===== src/rtl/core/sscl_pkg.sv =====
`default_nettype none
package sscl_pkg;

	// queue between front and back
	localparam int QDEPTH = 2;
	localparam int QAW    = $clog2(QDEPTH);

	localparam logic [16:0] TICK_MAX = 17'h1FFFF;

	// input item kinds
	localparam logic [1:0] KIND_CMD  = 2'd0;
	localparam logic [1:0] KIND_RX   = 2'd1;
	localparam logic [1:0] KIND_TICK = 2'd2;

	// command opcodes
	localparam logic [2:0] OP_ENABLE = 3'd0;
	localparam logic [2:0] OP_SPEED  = 3'd1;
	localparam logic [2:0] OP_STOP   = 3'd2;
	localparam logic [2:0] OP_RUN    = 3'd3;
	localparam logic [2:0] OP_RDERR  = 3'd4;

	// frame function codes
	localparam logic [7:0] CODE_ENABLE = 8'hF3;
	localparam logic [7:0] CODE_SPEED  = 8'hF6;
	localparam logic [7:0] CODE_STOP   = 8'hF7;
	localparam logic [7:0] CODE_RUN    = 8'hFD;
	localparam logic [7:0] CODE_RDERR  = 8'h39;

	// completion outcomes
	localparam logic [1:0] OUT_OK      = 2'd0;
	localparam logic [1:0] OUT_FAIL    = 2'd1;
	localparam logic [1:0] OUT_CSUM    = 2'd2;
	localparam logic [1:0] OUT_TIMEOUT = 2'd3;

	// output kinds
	localparam logic OK_TX   = 1'b0;
	localparam logic OK_CMPL = 1'b1;

	// config register indexes
	localparam logic CFG_ADDR    = 1'b0;
	localparam logic CFG_TIMEOUT = 1'b1;

	// one job handed from front to back: a frame to send or a completion
	typedef struct packed {
		logic        is_cmpl;
		logic [2:0]  op;
		logic        en;
		logic [7:0]  val;
		logic [31:0] pulses;
		logic [7:0]  addr;
		logic [1:0]  outcome;
		logic [7:0]  status;
		logic [15:0] err;
	} job_t;

	// index of the checksum byte, equal to the count of data bytes
	function automatic logic [2:0] frame_len(input logic [2:0] op);
		logic [2:0] n;
		case (op)
			OP_ENABLE: n = 3'd3;
			OP_SPEED:  n = 3'd3;
			OP_STOP:   n = 3'd2;
			OP_RUN:    n = 3'd7;
			default:   n = 3'd2;
		endcase
		return n;
	endfunction

	function automatic logic [7:0] op_code(input logic [2:0] op);
		logic [7:0] c;
		case (op)
			OP_ENABLE: c = CODE_ENABLE;
			OP_SPEED:  c = CODE_SPEED;
			OP_STOP:   c = CODE_STOP;
			OP_RUN:    c = CODE_RUN;
			default:   c = CODE_RDERR;
		endcase
		return c;
	endfunction

	// data byte at position idx of a frame
	function automatic logic [7:0] frame_byte(input job_t j, input logic [2:0] idx);
		logic [7:0] b;
		case (idx)
			3'd0: b = j.addr;
			3'd1: b = op_code(j.op);
			3'd2: b = (j.op == OP_ENABLE) ? {7'd0, j.en} : j.val;
			3'd3: b = j.pulses[31:24];
			3'd4: b = j.pulses[23:16];
			3'd5: b = j.pulses[15:8];
			3'd6: b = j.pulses[7:0];
			default: b = 8'd0;
		endcase
		return b;
	endfunction

endpackage
`default_nettype wire


===== src/rtl/core/sscl_queue.sv =====
`default_nettype none
module sscl_queue (
	input  wire                 clk,
	input  wire                 arst_n,
	input  wire                 push,
	input  sscl_pkg::job_t      push_job,
	output logic                full,
	input  wire                 pop,
	output logic                not_empty,
	output sscl_pkg::job_t      head
);
	import sscl_pkg::*;

	job_t           slot_q [QDEPTH];
	logic [QAW-1:0] wr_q;
	logic [QAW-1:0] rd_q;
	logic [QAW:0]   count_q;

	assign full      = (count_q == (QAW+1)'(QDEPTH));
	assign not_empty = (count_q != '0);
	assign head      = slot_q[rd_q];

	// storage slots
	always_ff @(posedge clk) begin
		if (push) begin
			slot_q[wr_q] <= push_job;
		end
	end

	// pointers and fill count
	always_ff @(posedge clk or negedge arst_n) begin
		if (!arst_n) begin
			wr_q    <= '0;
			rd_q    <= '0;
			count_q <= '0;
		end else begin
			if (push) begin
				wr_q <= (wr_q == QAW'(QDEPTH - 1)) ? '0 : wr_q + 1'b1;
			end
			if (pop) begin
				rd_q <= (rd_q == QAW'(QDEPTH - 1)) ? '0 : rd_q + 1'b1;
			end
			case ({push, pop})
				2'b10:   count_q <= count_q + 1'b1;
				2'b01:   count_q <= count_q - 1'b1;
				default: count_q <= count_q;
			endcase
		end
	end

	a_count_bound: assert property (@(posedge clk) disable iff (!arst_n)
		count_q <= (QAW+1)'(QDEPTH))
		else $error("queue fill count beyond depth");

	a_no_overflow: assert property (@(posedge clk) disable iff (!arst_n)
		full |-> !push)
		else $error("push into full queue");

	a_no_underflow: assert property (@(posedge clk) disable iff (!arst_n)
		pop |-> not_empty)
		else $error("pop from empty queue");

	a_push_counts: assert property (@(posedge clk) disable iff (!arst_n)
		(push && !pop) |=> (count_q == $past(count_q) + 1'b1))
		else $error("push did not raise fill count");

endmodule
`default_nettype wire


===== src/rtl/core/sscl_front.sv =====
`default_nettype none
module sscl_front (
	input  wire                 clk,
	input  wire                 arst_n,
	input  wire                 cfg_we,
	input  wire                 cfg_index,
	input  wire  [15:0]         cfg_wdata,
	input  wire                 accept,
	input  wire  [1:0]          item_kind,
	input  wire  [2:0]          opcode,
	input  wire                 enable_on,
	input  wire                 direction,
	input  wire  [6:0]          speed,
	input  wire  [31:0]         pulses,
	input  wire  [7:0]          rx_byte,
	output logic                push,
	output sscl_pkg::job_t      push_job
);
	import sscl_pkg::*;

	logic [7:0]  addr_q;
	logic [15:0] timeout_q;
	logic        waiting_q;
	logic [2:0]  pend_q;
	logic [1:0]  bidx_q;
	logic [7:0]  rsum_q;
	logic [7:0]  resp0_q;
	logic [7:0]  resp1_q;
	logic [16:0] ticks_q;

	logic [16:0] ticks_nx;
	logic        is_cmd;
	logic        is_tick;
	logic        is_rx;
	logic        timed_out;
	logic        rx_start;
	logic        rx_final;
	logic [7:0]  rx_sum;
	logic        st_ok;

	assign is_cmd    = accept && (item_kind == KIND_CMD) && !waiting_q && (opcode <= OP_RDERR);
	assign is_tick   = accept && (item_kind == KIND_TICK) && waiting_q;
	assign is_rx     = accept && (item_kind == KIND_RX) && waiting_q;
	assign ticks_nx  = (ticks_q == TICK_MAX) ? ticks_q : ticks_q + 1'b1;
	assign timed_out = is_tick && (ticks_nx > {1'b0, timeout_q});
	assign rx_start  = is_rx && (bidx_q == 2'd0);
	assign rx_final  = is_rx && (bidx_q != 2'd0) && (bidx_q != 2'd1)
		&& !((bidx_q == 2'd2) && (pend_q == OP_RDERR));
	assign rx_sum    = rsum_q + rx_byte;
	assign st_ok     = (pend_q == OP_RUN) ? (resp0_q != 8'd0) : (resp0_q == 8'd1);

	// job built from the accepted item
	always_comb begin
		push_job         = '0;
		push_job.op      = opcode;
		push_job.en      = enable_on;
		push_job.val     = {direction, speed};
		push_job.pulses  = pulses;
		push_job.addr    = addr_q;
		push             = is_cmd || timed_out || rx_final;
		if (!is_cmd) begin
			push_job.is_cmpl = 1'b1;
			push_job.pulses  = '0;
			if (timed_out) begin
				push_job.outcome = OUT_TIMEOUT;
			end else if (rx_byte != rsum_q) begin
				push_job.outcome = OUT_CSUM;
			end else if (pend_q == OP_RDERR) begin
				push_job.outcome = OUT_OK;
				push_job.err     = {resp0_q, resp1_q};
			end else begin
				push_job.outcome = st_ok ? OUT_OK : OUT_FAIL;
			end
			if (!timed_out && (pend_q != OP_RDERR)) begin
				push_job.status = resp0_q;
			end
		end
	end

	// configuration registers
	always_ff @(posedge clk or negedge arst_n) begin
		if (!arst_n) begin
			addr_q    <= 8'd224;
			timeout_q <= 16'd100;
		end else if (cfg_we) begin
			case (cfg_index)
				CFG_ADDR:    addr_q    <= cfg_wdata[7:0];
				CFG_TIMEOUT: timeout_q <= cfg_wdata;
				default:     addr_q    <= addr_q;
			endcase
		end
	end

	// response store, undefined until written
	always_ff @(posedge clk) begin
		if (is_rx && (bidx_q == 2'd1)) begin
			resp0_q <= rx_byte;
		end
		if (is_rx && (bidx_q == 2'd2) && (pend_q == OP_RDERR)) begin
			resp1_q <= rx_byte;
		end
	end

	// link state
	always_ff @(posedge clk or negedge arst_n) begin
		if (!arst_n) begin
			waiting_q <= 1'b0;
			pend_q    <= '0;
			bidx_q    <= '0;
			rsum_q    <= '0;
			ticks_q   <= '0;
		end else if (is_cmd) begin
			waiting_q <= 1'b1;
			pend_q    <= opcode;
			bidx_q    <= '0;
			rsum_q    <= '0;
			ticks_q   <= '0;
		end else if (is_tick) begin
			ticks_q <= ticks_nx;
			if (timed_out) begin
				waiting_q <= 1'b0;
				bidx_q    <= '0;
			end
		end else if (rx_final) begin
			waiting_q <= 1'b0;
			bidx_q    <= '0;
		end else if (rx_start) begin
			if (rx_byte == addr_q) begin
				rsum_q <= rx_byte;
				bidx_q <= 2'd1;
			end
		end else if (is_rx) begin
			rsum_q <= rx_sum;
			bidx_q <= bidx_q + 1'b1;
		end
	end

endmodule
`default_nettype wire


===== src/rtl/core/sscl_back.sv =====
`default_nettype none
module sscl_back (
	input  wire                 clk,
	input  wire                 arst_n,
	input  wire                 head_valid,
	input  sscl_pkg::job_t      head,
	output logic                pop,
	output logic                m_tvalid,
	input  wire                 m_tready,
	output logic [39:0]         m_tdata,   // tx_byte, outcome, device_status, shaft_error, pad
	output logic                m_tlast,
	output logic                m_tuser    // out_kind
);
	import sscl_pkg::*;

	logic [2:0]  idx_q;
	logic [7:0]  sum_q;
	logic        vld_q;
	logic [39:0] data_q;
	logic        last_q;
	logic        kind_q;

	logic        load;
	logic        at_csum;
	logic [7:0]  cur_byte;

	assign load     = (!vld_q || m_tready) && head_valid;
	assign at_csum  = (idx_q == frame_len(head.op));
	assign cur_byte = frame_byte(head, idx_q);
	assign pop      = load && (head.is_cmpl || at_csum);

	assign m_tvalid = vld_q;
	assign m_tdata  = data_q;
	assign m_tlast  = last_q;
	assign m_tuser  = kind_q;

	// output register payload
	always_ff @(posedge clk) begin
		if (load) begin
			if (head.is_cmpl) begin
				data_q <= {6'd0, head.err, head.status, head.outcome, 8'd0};
				last_q <= 1'b0;
				kind_q <= OK_CMPL;
			end else begin
				data_q <= {32'd0, at_csum ? sum_q : cur_byte};
				last_q <= at_csum;
				kind_q <= OK_TX;
			end
		end
	end

	// byte position, checksum and output valid
	always_ff @(posedge clk or negedge arst_n) begin
		if (!arst_n) begin
			vld_q <= 1'b0;
			idx_q <= '0;
			sum_q <= '0;
		end else begin
			if (load) begin
				vld_q <= 1'b1;
			end else if (m_tready) begin
				vld_q <= 1'b0;
			end
			if (load && !head.is_cmpl) begin
				if (at_csum) begin
					idx_q <= '0;
					sum_q <= '0;
				end else begin
					idx_q <= idx_q + 1'b1;
					sum_q <= sum_q + cur_byte;
				end
			end
		end
	end

endmodule
`default_nettype wire


===== src/rtl/core/stepper_serial_command_link_core.sv =====
`default_nettype none
// channel   direction  tvalid/tready  tdata                               side bits
// s_*       in         item           opcode,enable_on,direction,speed,   tuser: item_kind
//                                     pulses,rx_byte
// m_*       out        item           tx_byte,outcome,device_status,      tuser: out_kind
//                                     shaft_error                         tlast: tx_last
// cfg_*     in         write enable   register index, 16-bit data         none
//
// the front takes one item per cycle while the two-entry job queue has room
// a frame of n bytes plus checksum leaves the back at one byte per cycle while m_tready is high,
// so a command's frame is 3 to 8 bytes long; a completion is a single output item
// reset clears link state, the queue and the output valid flag
// input stalls only when the queue is full; output stalls hold the back, which lets the queue fill
module stepper_serial_command_link_core (
	input  wire         clk,
	input  wire         arst_n,
	input  wire         s_tvalid,
	output logic        s_tready,
	input  wire  [55:0] s_tdata,   // opcode, enable_on, direction, speed, pulses, rx_byte, pad
	input  wire  [1:0]  s_tuser,   // item_kind
	output logic        m_tvalid,
	input  wire         m_tready,
	output logic [39:0] m_tdata,   // tx_byte, outcome, device_status, shaft_error, pad
	output logic        m_tlast,
	output logic        m_tuser,   // out_kind
	input  wire         cfg_we,
	input  wire         cfg_index,
	input  wire  [15:0] cfg_wdata
);
	import sscl_pkg::*;

	logic accept;
	logic push;
	job_t push_job;
	logic full;
	logic pop;
	logic not_empty;
	job_t head;

	assign s_tready = !full;
	assign accept   = s_tvalid && s_tready;

	// front: classify items and track the response
	sscl_front u_front (
		.clk       (clk),
		.arst_n    (arst_n),
		.cfg_we    (cfg_we),
		.cfg_index (cfg_index),
		.cfg_wdata (cfg_wdata),
		.accept    (accept),
		.item_kind (s_tuser),
		.opcode    (s_tdata[2:0]),
		.enable_on (s_tdata[3]),
		.direction (s_tdata[4]),
		.speed     (s_tdata[11:5]),
		.pulses    (s_tdata[43:12]),
		.rx_byte   (s_tdata[51:44]),
		.push      (push),
		.push_job  (push_job)
	);

	// job queue
	sscl_queue u_queue (
		.clk       (clk),
		.arst_n    (arst_n),
		.push      (push),
		.push_job  (push_job),
		.full      (full),
		.pop       (pop),
		.not_empty (not_empty),
		.head      (head)
	);

	// back: serialize frames and emit completions
	sscl_back u_back (
		.clk        (clk),
		.arst_n     (arst_n),
		.head_valid (not_empty),
		.head       (head),
		.pop        (pop),
		.m_tvalid   (m_tvalid),
		.m_tready   (m_tready),
		.m_tdata    (m_tdata),
		.m_tlast    (m_tlast),
		.m_tuser    (m_tuser)
	);

endmodule
`default_nettype wire

===== config.mk =====
export PLATFORM = sky130hd
export DESIGN_NAME = stepper_serial_command_link_core
export DESIGN_NICKNAME = d
export VERILOG_FILES = /design/src/rtl/core/sscl_pkg.sv /design/src/rtl/core/sscl_queue.sv /design/src/rtl/core/sscl_front.sv /design/src/rtl/core/sscl_back.sv /design/src/rtl/core/stepper_serial_command_link_core.sv
export SDC_FILE = /design/constraint.sdc
export NUM_CORES = 1
export LEC_CHECK = 0
export BUFFER_PORTS_ARGS = -buffer_cell sky130_fd_sc_hd__buf_4
export CORE_UTILIZATION = 53
export CTS_CLUSTER_DIAMETER = 80
export DETAILED_ROUTE_END_ITERATION = 16
export PLACE_DENSITY = 0.75
export SLEW_MARGIN = 10
export SYNTH_ARGS = -nofsm -noshare
export SYNTH_HDL_FRONTEND = slang
export SYNTH_SLANG_ARGS = --single-unit

===== constraint.sdc =====
create_clock -name clk -period 9.6 [get_ports clk]
set_clock_uncertainty 0.05 [all_clocks]
set_input_delay 0.96 -clock clk [delete_from_list [all_inputs] [get_ports clk]]
set_output_delay 0.96 -clock clk [all_outputs]
set_load 0.03 [all_outputs]

# Word-level counts from Yosys, hierarchy flattened
# Memory sizes are Yosys's and may differ from the RTL's.
# Cells that the tools add are included.
# Widths: inputs -> output; s select.
word_totals:
  elab_cells: 160
  ram_bits: 158
  n_memories: 1
  inputBits: 80
  latch_bits: 0
  ff_bits: 129
  romBits: 0
  out_inout_bits: 44
op_classes:
  eq_ne: 30
  n_lt_le_gt_ge: 2
  n_div: 0
  n_mul: 0
  shifts: 0
  n_reduce_logical: 50
  n_addsub: 9
  mux: 47
  bitwise_logic: 1
mem_list:
  columns: ["memory", "depth", "width", "read_ports", "rd_ports_with_merged_regs", "write_ports", "line", "rtl"]
  rows:
  - ["u_queue.slot_q", 2, 79, 1, 0, 1, "sscl_queue.sv:14", "job_t slot_q [QDEPTH];"]
op_table:
  columns: ["op", "count"]
  rows:
  - ["$mux 8", 10]
  - ["$pmux 8 s7", 1]
  - ["$mux 17", 3]
  - ["$mux 16", 3]
  - ["$mux 32", 1]
  - ["$pmux 8 s4", 1]
  - ["$mux 26", 1]
  - ["$logic_and 1x1->1", 21]
  - ["$mux 2", 10]
  - ["$add 17x1->17 const B", 1]
  - ["$eq 17x17->1 const B", 1]
  - ["$gt 17x16->1", 1]
  - ["$add 8x8->8", 2]
  - ["$eq 3x2->1 const B", 5]
  - ["$mux 1", 14]
  - ["$eq 3x3->1 const B", 4]
  - ["$reduce_bool 2->1", 5]
  - ["$eq 2x2->1 const B", 4]
  - ["$eq 8x1->1 const B", 1]
  - ["$eq 8x8->1", 1]
  - ["$ne 8x8->1", 1]
  - ["$reduce_bool 8->1", 1]
  - ["$eq 2x1->1 const B", 3]
  - ["$eq 3x1->1 const B", 2]
  - ["other kinds (24)", 42]

# Logic depth before layout (Yosys ltp)
logic_depth:
  ltp_word: 11
  depth_mapped: 17
  depth_no_buf: 17

# Modules after synthesis
# A second synthesis with hierarchy kept.
hier_totals:
  cells_unflattened: 990
  area_unflattened_um2: 13621.8
by_module_without_submodules:
  columns: ["module", "area_per_inst_um2", "seq_area_each_um2", "n_inst", "cells_per_inst"]
  rows:
  - ["sscl_queue", 6288.5, 4844.6, 1, 262]
  - ["sscl_front", 4635.7, 1864.3, 1, 478]
  - ["sscl_back", 2687.6, 1381.3, 1, 248]
  - ["stepper_serial_command_link_core", 10.0, 0.0, 1, 2]

# Worst setup path before layout
# Ideal clock, no wire load.
synth_timing:
  kind: "reg-to-reg"
  from: "reg u_front.ticks_q[4]"
  to: "mem u_queue.slot_q[1][0] (netlist name) (enable)"
  path_buffers: 1
  period_less_slack_ns: 6.829
  setup_slack_ns: 2.771
  t_arrival_ns: 6.254
  setup_ns: 0.526
  required_ns: 9.024
  path_stages_with_launch: 15
  cell_sequence: "dfrtp_1 -> clkbuf_2 -> and4_1 -> and3_1 -> a21oi_1 -> nand4_1 -> xnor2_1 -> ha_1 -> nand4_1 -> nor3_1 -> o31ai_1 -> o211a_1 -> o31ai_4 -> nor2b_1 -> nor2b_1"
synth_via:
  elab_chain_len: 8
  elab_cells_between_ends: 9
  cone_classes: "add/sub: 1; order compare: 1; eq/ne: 1; mux: 3; reduce/logical: 3"
synth_lines:
  columns: ["item", "line", "rtl"]
  rows:
  - ["start: declaration", "sscl_front.sv:29", "logic [16:0] ticks_q;"]
  - ["start signal: assignment", "sscl_front.sv:119", "ticks_q <= ticks_nx;"]
  - ["$add 17x1->17 or $eq 17x17->1 (tied branches)", "sscl_front.sv:44", "assign ticks_nx = (ticks_q == TICK_MAX) ? ticks_q : ticks_q + 1'b1;"]
  - ["$mux 17 (*)", "sscl_front.sv:44", null]
  - ["$gt 17x16->1 (*)", "sscl_front.sv:45", "assign timed_out = is_tick && (ticks_nx > {1'b0, timeout_q});"]
  - ["$logic_and 1x1->1 (*)", "sscl_front.sv:45", null]
  - ["$logic_or 1x1->1 (*) (2 in a row)", "sscl_front.sv:60", "push = is_cmd || timed_out || rx_final;"]
  - ["$mux 1 (*)", "sscl_queue.sv:25", "if (push) begin"]
  - ["$mux 1 (implied by the code) (*)", "sscl_queue.sv:26", "slot_q[wr_q] <= push_job;"]
  - ["end: declaration", "sscl_queue.sv:14", null]
# Every way passes the cells marked *; elsewhere a longest branch is shown, timed or not.

# Final worst setup path
layout_timing:
  from: "reg u_front.ticks_q[0]"
  to: "mem u_queue.slot_q[1][61] (netlist name) (enable)"
# The elaborated chain is that of the path after synthesis.

==> impl_metrics.csv <==
group,metric,value,unit
outcome,run_status,"complete, no violations",
placed_design,hpwl,17.1,mm
critical_path,crit_path_end_kind,"flop",
grt,grt_max_degree,72,
clock_network,cts_tree,"built",
critical_path,cp-start-kind,"flop",
route,viasPerCell,5.53,
pwr,ir_worst_vdd,0.000141,V
grt,grt_overflow,0,
yosys,synth-compound-area-share,0.0712,
yosys,synth_largest_area_cell,"edfxtp_1",
timing,finalMaxSlewViolations,0,
grt,grt_pass1_wl,39.8,mm
clock_network,cts_buffers,28,
clock_network,clock_path_buffers,3,
timing,tightest_slew,1170,ps
timing,rsz0062_at_grt,"false",
route,dr.first_iter.drc_count,502,
clock_network,h-tree-depth,1,
route,drt-total-wl,25.4,mm
timing,timing.final.crit_share,0.534,
floorplan,die_w,158,microns
clock_network,postCtsSetupRepairBufs,0,
timing,final-setup-viol-count,0,
critical_path,cp_cell_sequence,"ha_1 > and3_1 > nand2_1 > a31oi_1 > and3_1 > xor2_1 > ha_1 > nand4_1 > nor3_1 > o31ai_1 > o211a_1 > o31ai_4 > nor2b_1 > nor2b_4 > buf_4",
timing,hold_viol_final,0,
placed_design,dpl-instance-area,14000,sq um
grt,track_usage,0.207,
critical_path,slowest_delay,690,ps
layout,fin_nets,1223,
yosys,muxShareOfSynthArea,0.0877,
critical_path,crit_fanout,52,
clock_network,cts_resized,0,
grt,grt_pass1_vias,7778,
route,via_count,7975,
floorplan,boundaryPins,124,
timing,final.min_clock_period,5120,ps
placed_design,io_buffer_count,113,
critical_path,cp_num_buf_inv,1,
critical_path,critPathTopFamily,"simple AND/OR/NAND/NOR gates",
pwr,power,4220,uW
critical_path,required,9720,ps
timing,slew_headroom,0.219,
yosys,synth-simple-area-share,0.118,
flow_run,max_cap_violations,0,
yosys,synth_xor_area_frac,0.0259,
clock_network,insertion_delay,540,ps
placed_design,gp_congestion,0.865,
critical_path,critPathArrivalTime,5240,ps
floorplan,die_h,158,microns
layout,final_area,15000,sq um
layout,antenna_cells,0,
yosys,netlist_instances,989,
yosys,synth.cell_area,12800,sq um
critical_path,crit_type,"flop to flop",
yosys,synth.most_common_cell,"edfxtp_1",
yosys,synth-seq-cells,281,
floorplan,die_area,24900,sq um
clock_network,cts.hold.buffers_added,0,
yosys,synth_fa_ha_area_frac,0.0421,
yosys,synth.distinct_cells,64,
route,post_drt_wl_per_cell,17.6,microns
hold_path,hold_path_class,"flop to flop",
layout,area.growth.synth_to_final,16.6,%
timing,timing.setup.tns,0,ps
yosys,synth_edf_count,210,
route,ant_nets,0,
floorplan,core,23600,sq um
pwr,leakagePower,0.00608,uW
floorplan,start_util,0.544,
yosys,synth_top_family_by_area,"simple AND/OR/NAND/NOR gates",
clock_network,cts_sinks,281,
floorplan,fp-row-count,56,
route,first_pass_iters,5,
clock_network,clkTransAtPathRegs,60,ps
yosys,syn_avg_cell_area,13.0,sq um
pwr,p_per_area,282,nW/um^2
layout,layout-drive-gt1-share,0.204,
layout,num-fill-cells,1749,
yosys,synthFlopType,"edfxtp_1",
timing,fmax,195,MHz
critical_path,slowest_stage,"buf_4",
yosys,synth_top_area_frac,0.491,
route,drc,0,
yosys,synth.area.top_cells,"edfxtp_1, dfrtp_1, mux2i_1",
grt,antenna_found_initial,1,
yosys,yosysWarnings,0,
yosys,async_flop_share,0.253,
yosys,synth_common_cells,"edfxtp_1, nand2_1, nor2_1",
clock_network,clock-root-buffer,"clkbuf_16",
yosys,ys_seq_area_frac,0.630,
[registers in the layout, summed over array words and instances, names as in the netlist, 2 cells and up]
| register | flops |
|---|---|
| u_queue.slot_q | 158 |
| u_back.m_tdata | 34 |
| u_front.ticks_q | 17 |
| u_front.timeout_q | 16 |
| u_back.sum_q | 8 |
| u_front.addr_q | 8 |
| u_front.resp0_q | 8 |
| u_front.resp1_q | 8 |
| u_front.rsum_q | 8 |
| u_back.idx_q | 3 |
| u_front.pend_q | 3 |
| u_front.bidx_q | 2 |
| u_queue.count_q | 2 |
[cells in the final DEF (no fill, tap or decap), types with 5 or more instances in the layout]
master / count
a21o_1: 6
a21oi_1: 26
a31oi_1: 6
and2_1: 61
and3_1: 8
buf_4: 119
clkbuf_16: 32
clkbuf_8: 6
conb_1: 6
dfrtp_1: 64
dfstp_2: 6
edfxtp_1: 210
ha_1: 40
inv_1: 28
mux2_2: 36
mux2i_1: 61
nand2_1: 87
nand3_1: 26
nand4_1: 8
nor2_1: 70
nor2b_1: 7
nor3_1: 9
nor4_1: 7
o21ai_0: 56
o31ai_1: 5
xnor2_1: 13
xor2_1: 25
[final timing paths]
| kind | from | to | slack, ps | cells past startpoint |
|---|---|---|---|---|
| setup / recovery | u_front.ticks_q[0] | u_queue.slot_q[1][61] | 4480 | 15 |
| hold / removal | u_front.timeout_q[1] | u_front.timeout_q[1] | 450 | 1 |
| setup reg to reg | u_front.ticks_q[0] | u_queue.slot_q[1][61] | 4480 | 15 |
| hold reg to reg | u_front.timeout_q[1] | u_front.timeout_q[1] | 450 | 1 |
| max in group asynchronous | arst_n | u_queue.rd_q | 8230 | 1 |
| min in group asynchronous | arst_n | u_front.timeout_q[9] | 520 | 1 |
[power by group]
group | switching [uW] | leakage (uW) | internal (uW) | total (uW)
Sequential | 132 | 0.00280 | 1560 | 1700
Clock | 456 | 0.000487 | 678 | 1130
Combinational | 819 | 0.00279 | 575 | 1390
[cell type report]
type | instances | area [sq um] | share of cell area
flip-flops and latches | 281 | 8090 | 0.540
multi-input cells | 641 | 4480 | 0.299
clock buffers | 41 | 895 | 0.0597
repair buffers | 119 | 893 | 0.0596
well taps | 319 | 399 | 0.0266
inverters | 30 | 113 | 0.00752
clock inverters | 11 | 106 | 0.00710
[per-layer routing]
layer / vias to the layer above / share of wire / GRT usage
li1: 3827 / - / -
met5: - / 0.00035 / 0
met1: 3879 / 0.44 / 0.280
met3: 56 / 0.053 / 0.0309
met2: 211 / 0.48 / 0.342
met4: 2 / 0.028 / 0.0744
[cell families (layout without fill, tap and decap cells)]
kind of cell | count (synthesis) | after routing
adder cells (fa/ha/maj) | 42 | 42
XOR/XNOR | 38 | 38
buffers and inverters | 72 | 201
AO/OA/AOI/OAI | 146 | 146
flip-flops | 281 | 281
other | 1 | 6
multiplexers | 103 | 103
AND/OR/NAND/NOR | 306 | 306
[stage by stage]
step | setup WS (ps) | hold WS, ps | util | instances
finish | 4480 | 453 | 0.634 | 1442
global route | 4010 | 465 | 0.634 | 1442
CTS | 4460 | 458 | 0.634 | 1442
detailed placement | 4470 | 443 | 0.592 | 1390
global placement | 4600 | 437 | 0.592 | 1390
floorplan | 2770 | 411 | - | 994
[worst reg2reg max path: cells and delay by family, from the launching register on]
kind,cells,cell delay (ps)
simple gates,7,1810
compound gates,4,1040
buf+inv,1,690
fa+ha+maj,2,550
flops,1,450
xor+xnor,1,110
Power figures use the tool's default switching activity.
